## src/hdl/qst_pkg.sv

```systemverilog
// shared types and constants of the queue and stack transfer engine
package qst_pkg;

    localparam int FUNC_W  = 3;
    localparam int STAT_W  = 2;
    localparam int VALUE_W = 32;

    typedef enum logic [FUNC_W-1:0] {
        FN_ENQ  = 3'd0,
        FN_DEQ  = 3'd1,
        FN_PUSH = 3'd2,
        FN_POP  = 3'd3,
        FN_XFER = 3'd4,
        FN_DUMP = 3'd5
    } t_func;

    typedef enum logic [STAT_W-1:0] {
        ST_OK    = 2'd0,
        ST_EMPTY = 2'd1,
        ST_FULL  = 2'd2
    } t_status;

    typedef struct packed {
        t_status            status;
        logic [VALUE_W-1:0] value;
        logic               from_stack;
        logic               last;
    } t_result;

endpackage

```

## src/hdl/qst_in_if.sv

```systemverilog
// operation channel: function code and data word
interface qst_in_if import qst_pkg::*; ();
    logic                      valid;
    logic                      ready;
    logic [FUNC_W-1:0]         func;
    logic signed [VALUE_W-1:0] data_value;

    modport source (output valid, output func, output data_value, input ready);
    modport sink   (input valid, input func, input data_value, output ready);
endinterface

```

## src/hdl/qst_out_if.sv

```systemverilog
// result channel: status, value, origin and last marker
interface qst_out_if import qst_pkg::*; ();
    logic                      valid;
    logic                      ready;
    logic [STAT_W-1:0]         status;
    logic signed [VALUE_W-1:0] out_value;
    logic                      from_stack;
    logic                      last;

    modport source (output valid, output status, output out_value, output from_stack,
                    output last, input ready);
    modport sink   (input valid, input status, input out_value, input from_stack,
                    input last, output ready);
endinterface

```

## src/hdl/queue_stack_transfer_engine.sv

```systemverilog
// top level: fifo queue and lifo stack in two memories with transfer and dump sequencing
//
//  channel  dir  modport      payload
//  i_in     in   sink         func, data_value
//  o_out    out  source       status, out_value, from_stack, last
//
//  enqueue, push, ignored codes and empty dequeue, pop or dump finish straight from idle;
//  dequeue and pop of a stored word wait in a read state for the registered memory read data
//  transfer moves words through S_XFER then reports from S_EMIT; dump lists words in S_DUMP
//  reset clears pointers, counts, dump state and the output valid flag; memories need no clearing pass
//  a finished result waits in the output register; a new operation is taken only in idle
//  while that register is empty or being drained, dump reads pause while it stalls
module queue_stack_transfer_engine import qst_pkg::*; #(
    parameter int QUEUE_DEPTH = 32,
    parameter int STACK_DEPTH = 32,
    parameter int DATA_WIDTH  = 32
) (
    input  logic           i_clk,
    input  logic           i_rst_n,
    qst_in_if.sink         i_in,
    qst_out_if.source      o_out
);

    localparam int QAW = $clog2(QUEUE_DEPTH);
    localparam int QCW = $clog2(QUEUE_DEPTH + 1);
    localparam int SAW = $clog2(STACK_DEPTH);
    localparam int SCW = $clog2(STACK_DEPTH + 1);
    localparam int XW  = (DATA_WIDTH > VALUE_W) ? DATA_WIDTH : VALUE_W;
    localparam int TW  = $clog2(QUEUE_DEPTH + STACK_DEPTH + 2);

    typedef enum logic [2:0] {
        S_IDLE,
        S_RDQ,
        S_RDS,
        S_XFER,
        S_EMIT,
        S_DUMP
    } t_state;

    // circular queue index wrap, sum is always below twice the depth
    function automatic logic [QAW-1:0] f_wrap(input logic [QAW:0] s);
        logic [QAW:0] d;
        d = (QAW+1)'(QUEUE_DEPTH);
        if (s >= d) begin
            f_wrap = QAW'(s - d);
        end else begin
            f_wrap = s[QAW-1:0];
        end
    endfunction

    // stored word to result value, zero extended or cut to the port width
    function automatic logic [VALUE_W-1:0] f_out(input logic [DATA_WIDTH-1:0] w);
        logic [XW-1:0] x;
        x = XW'(w);
        f_out = x[VALUE_W-1:0];
    endfunction

    // incoming word to stored width
    function automatic logic [DATA_WIDTH-1:0] f_in(input logic [VALUE_W-1:0] v);
        logic [XW-1:0] x;
        x = XW'(v);
        f_in = x[DATA_WIDTH-1:0];
    endfunction

    // control registers
    t_state           r_state, n_state;
    logic [QAW-1:0]   r_qhead, n_qhead;
    logic [QCW-1:0]   r_qcount, n_qcount;
    logic [SCW-1:0]   r_scount, n_scount;
    logic             r_pend, n_pend;       // transfer word read, waiting to be written
    logic [QCW-1:0]   r_qi, n_qi;           // dump walk through the queue
    logic [SCW-1:0]   r_si, n_si;           // dump walk down the stack
    logic             r_rdv, n_rdv;         // dump read data waiting
    logic             r_rdstk, n_rdstk;
    logic             r_rdlast, n_rdlast;
    logic             r_out_valid, n_out_valid;
    // payload registers
    t_result          r_out, n_out;
    t_result          r_res, n_res;

    // memory ports
    logic                  q_we, q_re, s_we, s_re;
    logic [QAW-1:0]        q_waddr, q_raddr;
    logic [SAW-1:0]        s_waddr, s_raddr;
    logic [DATA_WIDTH-1:0] q_wdata, s_wdata, q_rdata, s_rdata;

    logic           out_free;
    logic           in_ready;
    logic           acc;
    logic [QAW-1:0] q_tail;
    logic           q_full, q_empty, s_full, s_empty;
    logic           can_rd, more_q, more_s;
    logic [TW-1:0]  w_held;

    qst_ram #(.DEPTH(QUEUE_DEPTH), .WIDTH(DATA_WIDTH)) u_qram (
        .i_clk   (i_clk),
        .i_we    (q_we),
        .i_waddr (q_waddr),
        .i_wdata (q_wdata),
        .i_re    (q_re),
        .i_raddr (q_raddr),
        .o_rdata (q_rdata)
    );

    qst_ram #(.DEPTH(STACK_DEPTH), .WIDTH(DATA_WIDTH)) u_sram (
        .i_clk   (i_clk),
        .i_we    (s_we),
        .i_waddr (s_waddr),
        .i_wdata (s_wdata),
        .i_re    (s_re),
        .i_raddr (s_raddr),
        .o_rdata (s_rdata)
    );

    // output register is free when empty or drained at this edge
    assign out_free = !r_out_valid || o_out.ready;
    assign in_ready = (r_state == S_IDLE) && out_free;
    assign acc      = i_in.valid && in_ready;

    assign q_tail  = f_wrap({1'b0, r_qhead} + (QAW+1)'(r_qcount));
    assign q_full  = (r_qcount == QCW'(QUEUE_DEPTH));
    assign q_empty = (r_qcount == '0);
    assign s_full  = (r_scount == SCW'(STACK_DEPTH));
    assign s_empty = (r_scount == '0);

    assign can_rd = !r_rdv || out_free;
    assign more_q = (r_qi != r_qcount);
    assign more_s = (r_si != '0);

    always_comb begin
        n_state     = r_state;
        n_qhead     = r_qhead;
        n_qcount    = r_qcount;
        n_scount    = r_scount;
        n_pend      = r_pend;
        n_qi        = r_qi;
        n_si        = r_si;
        n_rdv       = r_rdv;
        n_rdstk     = r_rdstk;
        n_rdlast    = r_rdlast;
        n_out_valid = r_out_valid && !o_out.ready;
        n_out       = r_out;
        n_res       = r_res;

        q_we    = 1'b0;
        q_waddr = q_tail;
        q_wdata = f_in(i_in.data_value);
        q_re    = 1'b0;
        q_raddr = r_qhead;
        s_we    = 1'b0;
        s_waddr = r_scount[SAW-1:0];
        s_wdata = f_in(i_in.data_value);
        s_re    = 1'b0;
        s_raddr = SAW'(r_scount - 1'b1);

        case (r_state)
            S_IDLE: begin
                if (acc) begin
                    case (i_in.func)
                        FN_ENQ: begin
                            n_out_valid = 1'b1;
                            n_out       = '{ST_OK, '0, 1'b0, 1'b1};
                            if (q_full) begin
                                n_out.status = ST_FULL;
                            end else begin
                                q_we     = 1'b1;
                                n_qcount = r_qcount + 1'b1;
                            end
                        end
                        FN_DEQ: begin
                            if (q_empty) begin
                                n_out_valid = 1'b1;
                                n_out       = '{ST_EMPTY, '0, 1'b0, 1'b1};
                            end else begin
                                q_re     = 1'b1;
                                n_qhead  = f_wrap({1'b0, r_qhead} + 1'b1);
                                n_qcount = r_qcount - 1'b1;
                                n_state  = S_RDQ;
                            end
                        end
                        FN_PUSH: begin
                            n_out_valid = 1'b1;
                            n_out       = '{ST_OK, '0, 1'b1, 1'b1};
                            if (s_full) begin
                                n_out.status = ST_FULL;
                            end else begin
                                s_we     = 1'b1;
                                n_scount = r_scount + 1'b1;
                            end
                        end
                        FN_POP: begin
                            if (s_empty) begin
                                n_out_valid = 1'b1;
                                n_out       = '{ST_EMPTY, '0, 1'b1, 1'b1};
                            end else begin
                                s_re     = 1'b1;
                                n_scount = r_scount - 1'b1;
                                n_state  = S_RDS;
                            end
                        end
                        FN_XFER: begin
                            n_pend  = 1'b0;
                            n_state = S_XFER;
                        end
                        FN_DUMP: begin
                            if (q_empty && s_empty) begin
                                n_out_valid = 1'b1;
                                n_out       = '{ST_EMPTY, '0, 1'b0, 1'b1};
                            end else begin
                                n_qi    = '0;
                                n_si    = r_scount;
                                n_rdv   = 1'b0;
                                n_state = S_DUMP;
                            end
                        end
                        default: begin
                            // unused codes are taken and dropped without a result
                        end
                    endcase
                end
            end
            S_RDQ: begin
                if (out_free) begin
                    n_out_valid = 1'b1;
                    n_out       = '{ST_OK, f_out(q_rdata), 1'b0, 1'b1};
                    n_state     = S_IDLE;
                end
            end
            S_RDS: begin
                if (out_free) begin
                    n_out_valid = 1'b1;
                    n_out       = '{ST_OK, f_out(s_rdata), 1'b1, 1'b1};
                    n_state     = S_IDLE;
                end
            end
            S_XFER: begin
                // write the word read last cycle while reading the next stack top
                q_wdata = s_rdata;
                if (r_pend) begin
                    q_we     = 1'b1;
                    n_qcount = r_qcount + 1'b1;
                end
                if (!s_empty && ((QCW+1)'(r_qcount) + (QCW+1)'(r_pend))
                        < (QCW+1)'(QUEUE_DEPTH)) begin
                    s_re     = 1'b1;
                    n_scount = r_scount - 1'b1;
                    n_pend   = 1'b1;
                end else begin
                    n_pend  = 1'b0;
                    n_res   = '{ST_OK, '0, 1'b0, 1'b1};
                    if (!s_empty) begin
                        n_res.status = ST_FULL;
                    end
                    n_state = S_EMIT;
                end
            end
            S_EMIT: begin
                if (out_free) begin
                    n_out_valid = 1'b1;
                    n_out       = r_res;
                    n_state     = S_IDLE;
                end
            end
            S_DUMP: begin
                // hand the waiting word to the output register
                if (r_rdv && out_free) begin
                    n_out_valid = 1'b1;
                    n_out       = '{ST_OK, f_out(r_rdstk ? s_rdata : q_rdata), r_rdstk,
                                    r_rdlast};
                end
                q_raddr = f_wrap({1'b0, r_qhead} + (QAW+1)'(r_qi));
                s_raddr = SAW'(r_si - 1'b1);
                if (can_rd) begin
                    if (more_q) begin
                        q_re     = 1'b1;
                        n_qi     = r_qi + 1'b1;
                        n_rdv    = 1'b1;
                        n_rdstk  = 1'b0;
                        n_rdlast = (QCW'(r_qi + 1'b1) == r_qcount) && s_empty;
                    end else if (more_s) begin
                        s_re     = 1'b1;
                        n_si     = r_si - 1'b1;
                        n_rdv    = 1'b1;
                        n_rdstk  = 1'b1;
                        n_rdlast = (r_si == SCW'(1));
                    end else begin
                        n_rdv   = 1'b0;
                        n_state = S_IDLE;
                    end
                end
            end
            default: begin
                n_state = S_IDLE;
            end
        endcase
    end

    always_ff @(posedge i_clk) begin
        if (!i_rst_n) begin
            r_state     <= S_IDLE;
            r_qhead     <= '0;
            r_qcount    <= '0;
            r_scount    <= '0;
            r_pend      <= 1'b0;
            r_qi        <= '0;
            r_si        <= '0;
            r_rdv       <= 1'b0;
            r_rdstk     <= 1'b0;
            r_rdlast    <= 1'b0;
            r_out_valid <= 1'b0;
        end else begin
            r_state     <= n_state;
            r_qhead     <= n_qhead;
            r_qcount    <= n_qcount;
            r_scount    <= n_scount;
            r_pend      <= n_pend;
            r_qi        <= n_qi;
            r_si        <= n_si;
            r_rdv       <= n_rdv;
            r_rdstk     <= n_rdstk;
            r_rdlast    <= n_rdlast;
            r_out_valid <= n_out_valid;
        end
        r_out <= n_out;
        r_res <= n_res;
    end

    assign i_in.ready       = in_ready;
    assign o_out.valid      = r_out_valid;
    assign o_out.status     = r_out.status;
    assign o_out.out_value  = $signed(r_out.value);
    assign o_out.from_stack = r_out.from_stack;
    assign o_out.last       = r_out.last;

    // words held in both stores plus the one in flight during a transfer
    assign w_held = TW'(r_qcount) + TW'(r_scount) + TW'(r_pend);

    // counts never pass their depths
    a_qcount_max: assert property (@(posedge i_clk) disable iff (!i_rst_n)
        r_qcount <= QCW'(QUEUE_DEPTH))
        else $error("queue count above depth");

    a_scount_max: assert property (@(posedge i_clk) disable iff (!i_rst_n)
        r_scount <= SCW'(STACK_DEPTH))
        else $error("stack count above depth");

    // a transfer moves words, it neither loses nor creates them
    a_xfer_conserve: assert property (@(posedge i_clk) disable iff (!i_rst_n)
        (r_state == S_XFER) |=> (w_held == $past(w_held)))
        else $error("transfer changed the number of held words");

    // dump leaves both stores untouched
    a_dump_stable: assert property (@(posedge i_clk) disable iff (!i_rst_n)
        (r_state == S_DUMP) |=> ($stable(r_qcount) && $stable(r_scount)
                                 && $stable(r_qhead)))
        else $error("dump modified a store");

endmodule

```

## src/hdl/qst_ram.sv

```systemverilog
// single write port, single read port memory with registered read data
module qst_ram #(
    parameter int DEPTH = 32,
    parameter int WIDTH = 32
) (
    input  logic                     i_clk,
    input  logic                     i_we,
    input  logic [$clog2(DEPTH)-1:0] i_waddr,
    input  logic [WIDTH-1:0]         i_wdata,
    input  logic                     i_re,
    input  logic [$clog2(DEPTH)-1:0] i_raddr,
    output logic [WIDTH-1:0]         o_rdata
);

    logic [WIDTH-1:0] r_mem [DEPTH];
    logic [WIDTH-1:0] r_rdata;

    always_ff @(posedge i_clk) begin
        if (i_we) begin
            r_mem[i_waddr] <= i_wdata;
        end
        // read data holds while no read is issued
        if (i_re) begin
            r_rdata <= r_mem[i_raddr];
        end
    end

    assign o_rdata = r_rdata;

endmodule
```

## src/flat_wrapper.sv

```systemverilog
// flat-port wrapper written by rule: the top's interface ports become plain ports
module queue_stack_transfer_engine_flat import qst_pkg::*;
#(
    parameter int QUEUE_DEPTH = 32,
    parameter int STACK_DEPTH = 32,
    parameter int DATA_WIDTH  = 32
)
  (i_clk, i_rst_n, i_in_valid, i_in_func, i_in_data_value, i_in_ready, o_out_valid, o_out_status, o_out_out_value, o_out_from_stack, o_out_last, o_out_ready);
  qst_in_if i_in_i ();
  qst_out_if o_out_i ();
  input  logic i_clk;
  input  logic i_rst_n;
  input wire logic [$bits(i_in_i.valid)-1:0] i_in_valid;
  input wire logic [$bits(i_in_i.func)-1:0] i_in_func;
  input wire logic [$bits(i_in_i.data_value)-1:0] i_in_data_value;
  output wire logic [$bits(i_in_i.ready)-1:0] i_in_ready;
  output wire logic [$bits(o_out_i.valid)-1:0] o_out_valid;
  output wire logic [$bits(o_out_i.status)-1:0] o_out_status;
  output wire logic [$bits(o_out_i.out_value)-1:0] o_out_out_value;
  output wire logic [$bits(o_out_i.from_stack)-1:0] o_out_from_stack;
  output wire logic [$bits(o_out_i.last)-1:0] o_out_last;
  input wire logic [$bits(o_out_i.ready)-1:0] o_out_ready;
  assign i_in_i.valid = i_in_valid;
  assign i_in_i.func = i_in_func;
  assign i_in_i.data_value = i_in_data_value;
  assign i_in_ready = i_in_i.ready;
  assign o_out_valid = o_out_i.valid;
  assign o_out_status = o_out_i.status;
  assign o_out_out_value = o_out_i.out_value;
  assign o_out_from_stack = o_out_i.from_stack;
  assign o_out_last = o_out_i.last;
  assign o_out_i.ready = o_out_ready;
  queue_stack_transfer_engine #(.QUEUE_DEPTH(QUEUE_DEPTH), .STACK_DEPTH(STACK_DEPTH), .DATA_WIDTH(DATA_WIDTH)) u_core (.i_clk(i_clk), .i_rst_n(i_rst_n), .i_in(i_in_i), .o_out(o_out_i));
endmodule
```

## config.mk

```make
export PLATFORM = sky130hd
export DESIGN_NAME = queue_stack_transfer_engine_flat
export DESIGN_NICKNAME = d
export VERILOG_FILES = /design/src/hdl/qst_pkg.sv /design/src/hdl/qst_in_if.sv /design/src/hdl/qst_out_if.sv /design/src/hdl/queue_stack_transfer_engine.sv /design/src/hdl/qst_ram.sv /design/src/flat_wrapper.sv
export SDC_FILE = /design/constraint.sdc
export NUM_CORES = 2
export LEC_CHECK = 0
export BUFFER_PORTS_ARGS = -buffer_cell sky130_fd_sc_hd__buf_4
export CAP_MARGIN = 15
export CORE_ASPECT_RATIO = 0.75
export CORE_UTILIZATION = 58
export DETAILED_ROUTE_END_ITERATION = 8
export PLACE_DENSITY = 0.86
export SYNTH_ARGS = -nofsm -noshare
export SYNTH_HDL_FRONTEND = slang
export SYNTH_SLANG_ARGS = --single-unit
```

## constraint.sdc

```tcl
create_clock -name i_clk -period 7.3 [get_ports i_clk]
set_input_delay 0.365 -clock i_clk [delete_from_list [all_inputs] [get_ports i_clk]]
set_output_delay 0.365 -clock i_clk [all_outputs]
set_load 0.01 [all_outputs]
```

==> results_dict.tcl <==
set metrics [dict create \
    timing.max_slew.rel_slack_pct 14.7 \
    outcome "completed" \
    worst_ep_arrival_time_ns 5.49 \
    numPortBuffers 76 \
    gate_count_post_synth 6080 \
    tightest_slew_ns 1.28 \
    report.power.total_uw 27300 \
    drv.max_cap_violation_count 0 \
    clock_latency_ns 0.89 \
    synth.ff_latch_count 2186 \
    seq_area_frac_synth_pct 73.4 \
    synth.distinct_cells 82 \
    clkSlewWorstSetupHoldPaths_ns 0.07 \
    syn_nets 6140 \
    totalNegativeSetupSlack_ns 0 \
    fin_hold_ws_ns 0.135 \
    die_y_um 341 \
    synth_largest_type_area_fraction_pct 72.6 \
    p_switching_uw 6930 \
    netlist.top_cell.by_area "edfxtp_1" \
    upper_clock_frequency_limit_ghz 0.203 \
    post_route_clock_period_utilization_pct 67.5 \
    worst_setup_path_start_kind "register" \
    count_of_flip_flops_with_a_built_in_enable_after_synthesis 2149 \
    cts_sinks 2186 \
    dp_hpwl_um 130000 \
    grt.overflow.total 0 \
    dr_wl_met3_um 39300 \
    dieWidth_um 454 \
    cts_made_buffers 192 \
    postLayoutCellArea_um2 98500 \
    via_count 57400 \
    syn-cell-area_um2 88900 \
    finalWorstPathRequiredPeriod_ns 4.93 \
    drt-vias-per-instance 6.96 \
    final_layout_size_suffix_gt1_share_pct 9.72 \
    synth_top_flop_cell "edfxtp_1" \
    vdd.ir_drop.worst_mv 0.203 \
    gp_routability_congestion 0.894 \
    holdCritPathClass "in2reg" \
    start_util_pct 58.4 \
    grt_pass1_vias 55700 \
    grt_setup_unrepaired "no" \
    syn-mean-instance-area_um2 14.6 \
    finalMaxSlewViolations 0 \
    clock_tree_from_tritoncts "built" \
    report.final.hold_viol_count 0 \
    swShare_pct 25.4 \
    placementRows 124 \
    routed_metal_1_wire_length_um 86300 \
    count_of_final_setup_violators 0 \
    cell_internal_pwr_uw 20400 \
    ys.warnings.count 0 \
    grt.total_usage_pct 31.5 \
    critPathKind "reg2reg" \
    antenna_violations_before_repair 3 \
    core-area_um2 152000 \
    power.sequential.fraction_pct 51.3 \
    cts_root_buffer "clkbuf_16" \
    num_io_pins 77 \
    synth.area.top_cells "edfxtp_1 73%, mux2i_1 5.9%, a211oi_1 4.3%, nand2_1 3.3%, o22ai_1 1.6%" \
    crit_path_max_fanout 122 \
    asyncSetResetFlopFracSynth_pct 0 \
    pwr_density_cell_nw_per_um2 277 \
    antenna_left 0 \
    fin_skew_ns 0.0640 \
    cp.required_ns 7.86 \
    grt_first_pass_wirelength_um 359000 \
    drc 0 \
    maxUsedRoutingLayer "met5" \
    die_area_um2 155000 \
    p_leak_uw 0.0350 \
    drt-total-wl_um 248000 \
    drt_first_iter_violations 10600 \
    flow.area_growth_from_synthesis_pct 10.8 \
    drt-wirelength-per-cell_um 30.0 \
    post_dp_cell_area_um2 91900 \
    detail_route.first_pass.iterations 7 \
    power.share.combinational_pct 11.7 \
    clock_group_share_of_total_power_pct 37.0 \
    clock_tree.buffer_depth 3 \
    cts_htree_levels 4 \
    crit_path_end_kind "register" \
    largest_net_degree_at_the_start_of_global_routing 210 \
    nNetsFinal 6133 \
    post_cts.repair.setup_buffers 0 \
    met2RoutedLength_um 109000 \
]
cell families after synthesis:
family                   after synthesis  synth area share [%]
AND/OR/NAND/NOR                     1416                  6.98
XOR/XNOR                              33                 0.325
buffers and inverters                706                  3.32
flip-flops                          2186                  73.4
AO/OA/AOI/OAI                       1189                  9.71
adder cells (fa/ha/maj)               21                 0.312
multiplexers                         529                  5.97
worst paths after layout:
check                               startpoint                         to  slack, ns  depth (start not counted)
worst max-delay path            u_core.r_si[0]  u_core.u_sram.o_rdata[22]       2.37                         10
worst max register to register  u_core.r_si[0]  u_core.u_sram.o_rdata[22]       2.37                         10
worst min-delay path                i_in_valid          u_core.r_qhead[1]       0.14                          4
worst min register to register    u_core.r_rdv               u_core.r_rdv       0.47                          2
critical path, cell delays in order (launching register included):
cell and delay [ns]:
dfxtp_1 0.54, inv_1 0.17, ha_1 0.35, and4b_4 0.47, buf_4 0.73, a21o_4 0.40, buf_12 0.46, a211oi_1 0.17
o21ai_0 0.26, nand4_1 0.19, nor4_1 0.68
sequential cells by signal, indices dropped and copies added, names as in the netlist, 2 cells and up:
register                cells
u_core.u_qram.r_mem      1024
u_core.u_sram.r_mem      1024
u_core.o_out.out_value     32
u_core.u_qram.o_rdata      32
u_core.u_sram.o_rdata      32
u_core.r_qcount             6
u_core.r_qi                 6
u_core.r_scount             6
u_core.r_si                 6
u_core.r_qhead              5
u_core.r_state              3
u_core.o_out.status         2
metal layers:
| metal | GRT usage (%) | vias up |
|---|---|---|
| li1 | - | 23500 |
| met1 | 43.3 | 27700 |
| met2 | 45.8 | 5325 |
| met3 | 9.56 | 931 |
| met4 | 16.0 | 6 |
| met5 | 0 | - |
placed cells by master, fill, tap and decap left out, types with 98 or more instances in the layout:
cell / instances
a32oi_1: 98
inv_1: 267
edfxtp_1: 2149
clkbuf_16: 192
nand2_1: 787
mux2i_1: 525
a211oi_1: 503
o22ai_1: 226
buf_4: 185
nand3_1: 276
per-stage QoR:
| step | util, % | instances | setup slack [ns] |
|---|---|---|---|
| 4_1_cts | 64.6 | 8250 | 2.63 |
| 3_3_place_gp | 60.3 | 7856 | 2.89 |
| 5_1_grt | 64.7 | 8252 | 2.26 |
| 6_report | 64.7 | 8253 | 2.37 |
| 2_1_floorplan | - | 6080 | 1.57 |
| 3_5_place_dp | 60.3 | 7856 | 2.77 |
what timing repair did:
item                       in CTS  in global routing
hold buffers                   37                  0
hold endpoints to repair     1041                  0
resized for setup               0                  0
setup endpoints to repair       0                  0
Yosys cell counts, drive strengths merged (5+ instances only):
| cell type | count |
|---|---|
| a221oi | 7 |
| ha | 19 |
| or3 | 14 |
| or2 | 6 |
| nor2 | 142 |
| nor2b | 11 |
| a32oi | 98 |
| o21ai | 90 |
| o31ai | 6 |
| dfxtp | 37 |
| a21oi | 93 |
| nor4b | 5 |
| nand3 | 278 |
| a31oi | 41 |
| nand4 | 39 |
| nand2 | 788 |
| xor2 | 12 |
| nor4 | 35 |
| clkbuf | 267 |
| buf | 171 |
| nor3 | 52 |
| edfxtp | 2149 |
| nand2b | 14 |
| inv | 267 |
| a21o | 10 |
| a211oi | 506 |
| mux2i | 527 |
| xnor2 | 21 |
| a41oi | 5 |
| o22ai | 228 |
| a311oi | 6 |
| and2 | 9 |
| a2111oi | 35 |
| a22o | 33 |
cell type report:
class                      instances  area (um^2)
antenna                            1         2.50
clock buffer                     250         5050
clock inverter                   107         1120
fill                            9728        53800
inverter                         268         1010
multi-input combinational       3188        21500
sequential                      2186        65300
tap                             2016         2520
timing repair buffer             237         2070
power by group through the flow:
| stage | Sequential (uW) | Combinational, uW | Clock (uW) |
|---|---|---|---|
| floorplan | 14300 | 1990 | 0 |
| global placement | 14300 | 2920 | 0 |
| detailed placement | 14300 | 3020 | 0 |
| CTS | 14000 | 3090 | 10100 |
| global route | 14000 | 3340 | 10600 |
| finish | 14000 | 3180 | 10100 |
Power figures use the tool's default switching activity.
